--- config.mk ---
export PLATFORM = sky130hd
export DESIGN_NAME = dbb_sum
export DESIGN_NICKNAME = d
export VERILOG_FILES = /design/src/dbb_pkg.sv /design/src/dbb_sum.sv
export SDC_FILE = /design/constraint.sdc
export NUM_CORES = 2
export LEC_CHECK = 0
export BUFFER_PORTS_ARGS = -buffer_cell sky130_fd_sc_hd__buf_2
export CAP_MARGIN = 20
export CORE_ASPECT_RATIO = 1.75
export CORE_UTILIZATION = 40
export DETAILED_ROUTE_END_ITERATION = 6
export PLACE_DENSITY_LB_ADDON = 0.1
export SKIP_CTS_REPAIR_TIMING = 1
export SLEW_MARGIN = 20
export SYNTH_ARGS = -nofsm -noshare
export SYNTH_HDL_FRONTEND = slang
export SYNTH_SLANG_ARGS = --single-unit
--- constraint.sdc ---
create_clock -name clk_i -period 9.8 [get_ports clk_i]
set_input_delay 0 -clock clk_i [delete_from_list [all_inputs] [get_ports clk_i]]
set_output_delay 0 -clock clk_i [all_outputs]
set_load 0.005 [all_outputs]
--- src/dbb_pkg.sv ---
// Shared constants and types for the dilated 5x5 binomial blur.
// No dependencies; used by every module under src.
`timescale 1ns / 1ps

package dbb_pkg;

  localparam int MaxWidthDefault  = 1024;
  localparam int PixelBitsDefault = 16;

  localparam int CfgWidthBits  = 11;
  localparam int CfgHeightBits = 13;
  localparam int CfgDataBits   = 13;
  localparam int CfgIndexBits  = 2;

  localparam logic [CfgIndexBits-1:0] RegImageWidth  = 2'd0;
  localparam logic [CfgIndexBits-1:0] RegImageHeight = 2'd1;

  localparam logic [CfgWidthBits-1:0]  WidthReset  = 11'd1024;
  localparam logic [CfgHeightBits-1:0] HeightReset = 13'd1024;

  localparam int Taps      = 5;
  localparam int WinCols   = 9;
  localparam int StoreRows = 8;
  localparam int DenBits   = 9;
  localparam int WsumBits  = 5;

  localparam logic [2:0] TapWeight [Taps] = '{3'd1, 3'd4, 3'd6, 3'd4, 3'd1};

  typedef struct packed {
    logic [Taps-1:0] xm;
    logic [Taps-1:0] ym;
    logic            last;
  } dbb_meta_t;

  function automatic logic [WsumBits-1:0] weight_sum(input logic [Taps-1:0] m);
    logic [WsumBits-1:0] s;
    s = '0;
    for (int t = 0; t < Taps; t++) begin
      if (m[t]) s = s + WsumBits'(TapWeight[t]);
    end
    return s;
  endfunction

endpackage

--- src/dbb_sum.sv ---
// Weighted tap sums: masked row sums, then column sum and weight total.
// Depends on dbb_pkg.
`timescale 1ns / 1ps

module dbb_sum #(
  parameter int PIXEL_BITS = dbb_pkg::PixelBitsDefault
) (
  input  logic                               clk_i,
  input  logic                               rst_ni,
  input  logic                               en_i,
  input  logic                               in_valid_i,
  input  logic [4:0][4:0][PIXEL_BITS-1:0]    taps_i,
  input  dbb_pkg::dbb_meta_t                 meta_i,
  output logic                               out_valid_o,
  output logic [PIXEL_BITS+7:0]              vsum_o,
  output logic [dbb_pkg::DenBits-1:0]        den_o,
  output logic                               last_o
);

  localparam int RW = PIXEL_BITS + 4;
  localparam int VW = PIXEL_BITS + 8;
  localparam int DW = dbb_pkg::DenBits;
  localparam int SW = dbb_pkg::WsumBits;

  logic [4:0][RW-1:0] rs_d, rs_q;
  logic [SW-1:0]      wsx_q;
  logic [4:0]         ym_q;
  logic               lasta_q, va_q;

  logic [VW-1:0]      vs_d, vs_q;
  logic [DW-1:0]      den_d, den_q;
  logic               lastb_q, vb_q;

  always_comb begin
    for (int dy = 0; dy < 5; dy++) begin
      rs_d[dy] = '0;
      for (int dx = 0; dx < 5; dx++) begin
        if (meta_i.xm[dx]) begin
          rs_d[dy] = rs_d[dy] + RW'(taps_i[dy][dx]) * RW'(dbb_pkg::TapWeight[dx]);
        end
      end
    end
  end

  always_comb begin
    vs_d = '0;
    for (int dy = 0; dy < 5; dy++) begin
      if (ym_q[dy]) vs_d = vs_d + VW'(rs_q[dy]) * VW'(dbb_pkg::TapWeight[dy]);
    end
    den_d = DW'(wsx_q) * DW'(dbb_pkg::weight_sum(ym_q));
  end

  always_ff @(posedge clk_i or negedge rst_ni) begin
    if (!rst_ni) begin
      va_q <= 1'b0;
      vb_q <= 1'b0;
    end else if (en_i) begin
      va_q <= in_valid_i;
      vb_q <= va_q;
    end
  end

  always_ff @(posedge clk_i) begin
    if (en_i) begin
      rs_q    <= rs_d;
      wsx_q   <= dbb_pkg::weight_sum(meta_i.xm);
      ym_q    <= meta_i.ym;
      lasta_q <= meta_i.last;
      vs_q    <= vs_d;
      den_q   <= den_d;
      lastb_q <= lasta_q;
    end
  end

  assign out_valid_o = vb_q;
  assign vsum_o      = vs_q;
  assign den_o       = den_q;
  assign last_o      = lastb_q;

  assert property (@(posedge clk_i) disable iff (!rst_ni)
    vb_q |-> den_q <= DW'(256))
    else $error("weight total above full window");

endmodule

==> metrics.yaml <==
power.leakage_nw: 16.8
clock-sinks: 147
fmax_mhz: 112
synth_seq_area_share_pct: 13.6
port_buffers: 449
violations: "negative hold slack"
worstMarginPinSlew_ns: 0.873
grt_max_degree: 88
first_pass_iters: 5
syn2layout_area_growth_pct: 12.7
synthCells: 4015
finalSetupViolCount: 0
crit_family: "compound AO/OA/AOI/OAI gates"
synth_edf_count: 145
synth_cell_type_count: 93
die_height_um: 378
multi_input_area_um2: 26600
cts_root_buf: "clkbuf_16"
wirelength_mm: 107
cp_max_fo: 31
hp-start: "taps_i[304]"
die_area_um2: 81900
timing.hold.ws_ns: -0.00839
htreeDepth: 4
route.detailed.drc: 0
wl_per_cell_um: 19.6
layout_commonest_cell: "ha_1"
report.final.slew_viol_count: 0
rsz0062_at_grt: "no"
viasPerCell: 5.54
synthFlopType: "edfxtp_1"
vias: 30400
worstPathRequired_ns: 10.01
grt_use_total_pct: 25.7
overflow: 0
cts.clk_slew.worst_paths_ns: 0.07
finClkSkew_ns: 0.0120
worst-endpoint-arrival_ns: 9.11
syn_area_um2: 32300
synth_fp_nets: 4989
boundaryPins: 450
gp_congestion: 0.968
numCtsBuffers: 17
cp-startpoint: "ym_q[0]$_DFFE_PP_"
peakVddDrop_uv: 316
start_util_pct: 40.4
tns_ns: 0
r2r_setup_slack_ns: 0.89
critical-path-max-stage-delay_ns: 0.56
outcome: "finished with violations"
nFillCells: 8274
final_layout_size_suffix_gt1_share_pct: 16.4
worstHoldPathType: "input port to register"
antenna_found_initial: 44
fin_crit_ns: 8.91
synth_seq_cells: 147
worst-path-buf-inv: 1
max-clock-path-buffers: 2
cts_tree: "yes"
reg2reg_from: "ym_q[0]$_DFFE_PP_"
yosysWarnings: 0
drv_cap: 0
post-route-period-util_pct: 90.9
drt_iter0_drc: 1356
synth-async-reset-ratio_pct: 1.36
synth_area_per_cell_um2: 8.04
slew_headroom_pct: 40.3
fp.dieW_um: 217
slowest_stage: "nor4b_1"
num_rows: 137
critical_path_class: "register to register"
end_kind: "register"
dp_hpwl_mm: 92.4
first_global_vias: 29400
core_area_um2: 79900
detail-route-antenna-nets: 0
nets: 5391
p_per_area_nw_per_um2: 366
clock_latency_ns: 0.47
register_area_um2: 4400
hold_viol: 2
mostFrequentLayoutCells: "ha_1 (521), buf_2 (444), a21oi_1 (393)"
startpoint_type: "register"
grt_first_pass_wirelength_mm: 162
==> power by group <==
part / total, mW / internal, mW / switching, mW
Sequential: 1.32 / 1.16 / 0.158
Combinational: 11.3 / 5.02 / 6.25
Clock: 0.722 / 0.449 / 0.272
==> cell type report <==
type / count / share of cell area (%)
Multi-Input combinational cell: 3531 / 73.1
Clock inverter: 14 / 0.581
Clock buffer: 18 / 1.18
Antenna cell: 16 / 0.110
Inverter: 244 / 2.52
Sequential cell: 147 / 12.1
Timing Repair Buffer: 476 / 6.85
Tap cell: 1042 / 3.58
==> path summary, 6_finish.rpt <==
check / endpoint / cells past startpoint
min: rs_q[60]$_DFFE_PP_ / 3
min in group asynchronous: va_q$_DFFE_PN0P_ / 3
max in group asynchronous: out_valid_o$_DFFE_PN0P_ / 3
max reg2reg: vsum_o[23]$_DFFE_PP_ / 34
max: vsum_o[23]$_DFFE_PP_ / 34
min reg2reg: last_o$_DFFE_PP_ / 0
==> state kept, by name, indices dropped and copies added (netlist names) <==
signal / count
vsum_o: 24
last_o: 1
ym_q: 5
out_valid_o: 1
va_q: 1
rs_q: 100
lasta_q: 1
den_o: 9
wsx_q: 5
==> stage by stage <==
stage | power [mW] | instance area, um2 | utilization [%] | instances | worst slack [ns]
floorplan | 9.89 | 32300 | - | 4015 | 2.00
global placement | 12.5 | 35600 | 44.6 | 5429 | 1.18
detailed placement | 12.5 | 35600 | 44.6 | 5429 | 1.06
CTS | 13.3 | 36200 | 45.4 | 5461 | 0.978
global route | 14.6 | 36400 | 45.5 | 5480 | 0.111
finish | 13.3 | 36400 | 45.6 | 5488 | 0.892
==> cells by family after synthesis <==
logic type	Yosys count	share of synthesized area, %
buf+inv	337	3.97
compound gates	1207	24.1
xor+xnor	434	11.8
flops	147	13.6
mux	213	7.32
fa+ha+maj	562	22.6
simple gates	1115	16.5
==> worst min-delay path: stages <==
cell,delay (ns)
buf_2,0.08
ha_1,0.12
mux2_2,0.14
==> synth_stat cells, types with 20 or more instances <==
cell type | count | share of area (%)
ha_1 | 521 | 20
a21oi_1 | 393 | 6.1
nor2_1 | 347 | 4.0
xnor2_1 | 304 | 8.2
nand2_1 | 247 | 2.9
inv_1 | 240 | 2.8
o21ai_0 | 182 | 2.8
mux2_2 | 180 | 6.3
edfxtp_1 | 145 | 13
xor2_1 | 130 | 3.5
a21o_1 | 126 | 2.9
nor3_1 | 97 | 1.5
o21a_1 | 89 | 2.1
nand3_1 | 85 | 1.3
and2_1 | 82 | 1.6
o21bai_1 | 75 | 1.7
clkbuf_1 | 66 | 0.77
nor2b_1 | 53 | 1.0
nand2b_1 | 51 | 0.99
a211oi_1 | 50 | 1.2
or3_1 | 41 | 0.79
fa_1 | 38 | 2.4
o21ai_1 | 35 | 0.54
o31ai_1 | 34 | 0.79
mux2i_1 | 32 | 0.99
and3_1 | 27 | 0.52
a31oi_1 | 23 | 0.45
buf_1 | 20 | 0.23
or2_2 | 20 | 0.39
==> metal layers <==
| metal | GRT usage (%) | vias up | wire length [um] |
|---|---|---|---|
| met4 | 8.20 | 52 | 3090 |
| met1 | 30.9 | 14100 | 45700 |
| met5 | 0 | - | 370 |
| li1 | - | 15500 | - |
| met2 | 46.1 | 618 | 53000 |
| met3 | 4.03 | 139 | 5210 |
No activity file was read; power rests on OpenSTA's default activity.
