### config.mk
export PLATFORM = sky130hd
export DESIGN_NAME = dbb_div
export DESIGN_NICKNAME = d
export VERILOG_FILES = /design/src/dbb_pkg.sv /design/src/dbb_div.sv
export SDC_FILE = /design/constraint.sdc
export NUM_CORES = 1
export LEC_CHECK = 0
export BUFFER_PORTS_ARGS = -buffer_cell sky130_fd_sc_hd__buf_2
export CORE_AREA = 2 2 229 253
export CTS_CLUSTER_SIZE = 10
export DETAILED_ROUTE_END_ITERATION = 8
export DIE_AREA = 0 0 231 255
export PLACE_DENSITY = 0.76
export RECOVER_POWER = 25
export SLEW_MARGIN = 20
export SYNTH_ARGS = -nofsm -noshare
export SYNTH_HDL_FRONTEND = slang
export SYNTH_SLANG_ARGS = --single-unit
export TNS_END_PERCENT = 100
### constraint.sdc
create_clock -name clk_i -period 5 [get_ports clk_i]
set_clock_uncertainty 0.2 [all_clocks]
set_input_delay 0 -clock clk_i [delete_from_list [all_inputs] [get_ports clk_i]]
set_output_delay 0 -clock clk_i [all_outputs]
set_load 0.03 [all_outputs]
### src/dbb_pkg.sv
// Shared constants and types for the dilated 5x5 binomial blur.
// No dependencies; used by every module under src.
`timescale 1ns / 1ps

package dbb_pkg;

  localparam int MaxWidthDefault  = 1024;
  localparam int PixelBitsDefault = 16;

  localparam int CfgWidthBits  = 11;
  localparam int CfgHeightBits = 13;
  localparam int CfgDataBits   = 13;
  localparam int CfgIndexBits  = 2;

  localparam logic [CfgIndexBits-1:0] RegImageWidth  = 2'd0;
  localparam logic [CfgIndexBits-1:0] RegImageHeight = 2'd1;

  localparam logic [CfgWidthBits-1:0]  WidthReset  = 11'd1024;
  localparam logic [CfgHeightBits-1:0] HeightReset = 13'd1024;

  localparam int Taps      = 5;
  localparam int WinCols   = 9;
  localparam int StoreRows = 8;
  localparam int DenBits   = 9;
  localparam int WsumBits  = 5;

  localparam logic [2:0] TapWeight [Taps] = '{3'd1, 3'd4, 3'd6, 3'd4, 3'd1};

  typedef struct packed {
    logic [Taps-1:0] xm;
    logic [Taps-1:0] ym;
    logic            last;
  } dbb_meta_t;

  function automatic logic [WsumBits-1:0] weight_sum(input logic [Taps-1:0] m);
    logic [WsumBits-1:0] s;
    s = '0;
    for (int t = 0; t < Taps; t++) begin
      if (m[t]) s = s + WsumBits'(TapWeight[t]);
    end
    return s;
  endfunction

endpackage

### src/dbb_div.sv
// Rounded division of the tap sum by the weight total, one quotient bit per stage.
// Depends on dbb_pkg.
`timescale 1ns / 1ps

module dbb_div #(
  parameter int PIXEL_BITS = dbb_pkg::PixelBitsDefault
) (
  input  logic                          clk_i,
  input  logic                          rst_ni,
  input  logic                          en_i,
  input  logic                          in_valid_i,
  input  logic [PIXEL_BITS+7:0]         vsum_i,
  input  logic [dbb_pkg::DenBits-1:0]   den_i,
  input  logic                          last_i,
  output logic                          out_valid_o,
  output logic [PIXEL_BITS-1:0]         quo_o,
  output logic                          last_o
);

  localparam int P  = PIXEL_BITS;
  localparam int NW = PIXEL_BITS + 9;
  localparam int DW = dbb_pkg::DenBits;

  logic [NW-1:0] rem_q [P+1];
  logic [P-1:0]  q_q   [P+1];
  logic [DW-1:0] den_q [P+1];
  logic [P:0]    v_q, last_q, zero_q;

  logic [NW-1:0] rem_n [P];
  logic [P-1:0]  q_n   [P];
  logic [NW-1:0] sh;

  always_comb begin
    for (int k = 0; k < P; k++) begin
      sh = NW'(den_q[k]) << (P - 1 - k);
      if (rem_q[k] >= sh) begin
        rem_n[k] = rem_q[k] - sh;
        q_n[k]   = q_q[k] | (P'(1) << (P - 1 - k));
      end else begin
        rem_n[k] = rem_q[k];
        q_n[k]   = q_q[k];
      end
    end
  end

  always_ff @(posedge clk_i or negedge rst_ni) begin
    if (!rst_ni) begin
      v_q <= '0;
    end else if (en_i) begin
      v_q <= {v_q[P-1:0], in_valid_i};
    end
  end

  always_ff @(posedge clk_i) begin
    if (en_i) begin
      rem_q[0]  <= NW'(vsum_i) + NW'(den_i >> 1);
      q_q[0]    <= '0;
      den_q[0]  <= den_i;
      last_q[0] <= last_i;
      zero_q[0] <= den_i == '0;
      for (int k = 0; k < P; k++) begin
        rem_q[k+1]  <= rem_n[k];
        q_q[k+1]    <= q_n[k];
        den_q[k+1]  <= den_q[k];
        last_q[k+1] <= last_q[k];
        zero_q[k+1] <= zero_q[k];
      end
    end
  end

  assign out_valid_o = v_q[P];
  assign quo_o       = zero_q[P] ? '0 : q_q[P];
  assign last_o      = last_q[P];

  assert property (@(posedge clk_i) disable iff (!rst_ni)
    v_q[P] |-> zero_q[P] || (rem_q[P] < NW'(den_q[P])))
    else $error("division remainder not below divisor");

endmodule
==> results by stage <==
Cells and area:
- The multi-input combinational cell area is 10,800 µm².
- The proportion of layout cells with a drive suffix above 1 is 8.61%.
- The net count reported at finish is 2,871.
- The most common cell after layout, fill and taps aside is edfxtp_1.
- The register area is 21,900 µm².
- In the layout the commonest cells are edfxtp_1, inv_1, ha_1, nand2_1, o21ai_0.
- The number of antenna diodes in the final layout is 0.
- The layout filler cell count is 3,956.
- From synthesis to final layout, the design area changed by 12.6%.
- The end-of-flow core utilization is 66.6%.

Yosys:
- The synthesized netlist occupies a cell area of 33,500 µm².
- By area the synthesized netlist is led by edfxtp_1, ha_1, xor2_1, xnor2_1, o21ai_0.
- Summing the sequential cell areas from Yosys gives 65.3% of the chip area.
- The number of nets in the synthesized netlist is 2,680.
- The synthesized design contains 714 enable-type register cells.
- The number of different library cells used by synthesis comes to 77.
- The proportion of synthesized flip-flops having asynchronous set or reset is 2.33%.
- The most used flip-flop cell after synthesis is edfxtp_1.
- During synthesis, Yosys emitted a total of 0 warnings.
- The instance count of the mapped netlist is 2,474.
- edfxtp_1 takes more of the synthesized area than any other cell.
- The synthesized design contains 731 register bits.
- The portion of synthesized cell area occupied by the leading cell type is 64.0%.
- Averaged over all synthesized cells, the footprint is 13.5 µm².

Critical path:
- Tracing the worst setup path back leads to its startpoint at den_q[0][126].
- The critical setup path kind is reg -> reg.
- The cell type of the slowest stage on the worst timing path is nor4b_1.
- STA puts the critical path data required time at 5160 ps.
- The category of the worst setup path launch point is a flip-flop.
- For the worst setup path, the data arrival time is 4220 ps.
- The worst setup path is captured at a flip-flop.
- The launch point of the worst reg-to-reg path is den_q[0][126].
- Traced cell by cell, the critical path runs through ha_1, inv_1, fa_1, a21o_1, a221oi_1, or3b_2, o2111a_1, nor4b_1, and4bb_2, xor2_1.
- Along the worst path, the maximum fanout reaches 20.
- The critical path's largest stage delay is 960 ps.

Clock tree:
- Clock-pin slew was measured on the worst setup and hold paths at 60 ps.
- The clock latency on the worst-skew pair is 610 ps.
- The number of clock buffers added by TritonCTS is 83.
- Post-CTS repair changed the size of 0 cells.
- The tree is rooted in a clkbuf_16.
- The tree built by TritonCTS fans out to 731 sinks.
- TritonCTS built the clock tree.
- The clock tree synthesis step divided the H-tree into 3 levels.
- In this run the deepest clock path goes through 3 buffers.

Floorplan:
- The initial cell density of the core is 59.1%.
- The die is 231 µm wide.
- The die covers 58,900 µm².
- 56 I/O pins were placed.
- In this run the core area contains 92 standard-cell rows.
- The die boundary height is 255 µm.
- The area of the core is 56,600 µm².

STA:
- For the pin with the worst max-slew slack, the measured transition is 1040 ps.
- The final max-slew violation count is 0.
- The number of hold violations in the final report is 0.
- The highest clock rate is 246 MHz.
- The final count of negative-setup-slack endpoints is 0.
- Setup repair after global routing left no endpoint under its margin.
- The ratio of final minimum period to clock period is 81.3%.
- The normalized max-slew margin is 30.8%.
- The final-layout setup total negative slack is 0 ps.
- Counting I/O delays and the setup requirement, the final critical path takes 4060 ps.

Status:
- The run finished with clean final reports.

Route:
- The total via count in the routed design is 20,100.
- The per-cell via count in the routed design is 5.82.
- The final wirelength is 66,000 µm.
- For this run, design rule violations remaining after detail routing come to 0.
- In the final routed layout, each cell accounts on average for 19.1 µm.
- For this run, the detailed router's first-pass iteration total came to 5.
- The detail route stage leaves a number of antenna-violating nets equal to 0.
- The DRC violation total after the first TritonRoute iteration is 1,448.

GRT:
- The number of antenna violations at the first check in global routing was 0.
- The via count of the first global-routing pass was 20,400.
- The wire length of the first global-routing pass is 104,000 µm.
- The global-route congestion overflow total is 0.
- Across every metal layer, demand over resource in global routing totals 22.6%.
- The largest net degree at the start of global routing is 130.

Placed design:
- The placer congestion estimate is 0.902.
- The HPWL after detailed placement is 45,600 µm.
- The count of input and output buffers is 55.

Hold path:
- In this run the worst hold path is classified as in -> reg.
- The startpoint of the worst hold path is vsum_i[0].

Power:
- The power per cell area is 475 nW/µm².
- The leakage power figure is 14.0 nW.
- The largest vdd supply drop is 0.000304 V.

Run:
- Across the run, the number of max-cap violations was 0.
==> power by group <==
part,internal [W],switching (W)
registers,0.00800,0.000694
clock network,0.00304,0.00222
logic,0.00173,0.00221
total,0.0128,0.00513
==> registers in the layout, summed over array words and instances, names as in the netlist <==
signal,flops
q_q,136
den_q,144
last_q,17
zero_q,17
v_q,17
rem_q,400
==> per-layer routing <==
layer,vias up,share of wire (%),GRT usage [%],wire length (µm)
li1,9590,-,-,-
met1,9722,38,25.4,25400
met2,562,53,41.8,34900
met3,183,3.8,3.19,2500
met4,0,4.8,12.0,3140
met5,-,0,0,0
==> worst max-delay path, delay by kind of cell (launching register included) <==
kind	cells	cell delay, ps
buffers and inverters	1	70
AOI/OAI and AO/OA	3	770
and+or+nand+nor	3	1850
DFF	1	400
adders and majority gates	2	430
xor gates and xnor gates	1	70
==> kinds of logic (layout without fill, tap and decap cells) <==
kind of cell | Yosys count | in the layout | synth area share, %
AOI/OAI and AO/OA | 440 | 440 | 8.14
xor gates and xnor gates | 200 | 200 | 5.23
adders and majority gates | 168 | 168 | 6.63
buffers and inverters | 218 | 439 | 2.48
DFF | 731 | 731 | 65.3
muxes | 55 | 55 | 1.83
and+or+nand+nor | 662 | 662 | 10.4
==> cells in the mapped netlist (all sizes together) (4+ instances only) <==
cell type and n:
nand4b 6, clkbuf 24, nand3 24, or2 11
mux2i 5, or3 23, nor3 65, xnor2 97
nor2b 51, a2111oi 9, o21bai 8, nand3b 6
edfxtp 714, dfrtp 17, o211ai 4, nand2 148
a31oi 11, ha 152, inv 187, nand2b 47
mux2 50, a21o 42, o21a 19, buf 6
nand4 26, o21ai 143, nor4 43, xor2 103
nor4b 13, or4 30, o31a 11, a211oi 21
fa 16, o311a 4, nor3b 5, a21oi 126
nor2 137, and3 8, o31ai 13
==> repair_timing <==
action	CTS	global route
hold buffers	68	0
hold endpoints to repair	167	0
buffers inserted	0	0
==> stage by stage <==
step	cells	area [µm²]	total power (W)	setup WS, ps	hold slack, ps
after global routing	3447	37700	0.0188	672	32.3
after detailed placement	3264	34800	0.0126	972	-262
after CTS	3447	37700	0.0180	964	4.46
final	3447	37700	0.0179	936	35.0
after floorplan	2474	33500	0.0114	1690	-496
after global placement	3264	34800	0.0124	1120	-275
==> worst paths after layout <==
check / to / slack [ps] / cells past startpoint
min: rem_q[0][0] / 30 / 3
min reg2reg: q_q[0][190] / 210 / 0
max in group asynchronous: v_q[13] / 3820 / 3
max reg2reg: rem_q[0][393] / 940 / 10
max: rem_q[0][393] / 940 / 10
min in group asynchronous: v_q[3] / 320 / 3
==> layout make-up <==
| class | count | share of cell area [%] |
|---|---|---|
| clock buffers | 109 | 5.82 |
| clock inverters | 6 | 0.176 |
| inverters | 188 | 1.87 |
| multi-input cells | 1525 | 28.7 |
| flip-flops and latches | 731 | 58.0 |
| well taps | 752 | 2.50 |
| repair buffers | 136 | 2.98 |
Note: power is estimated with default switching activity, not from simulation.
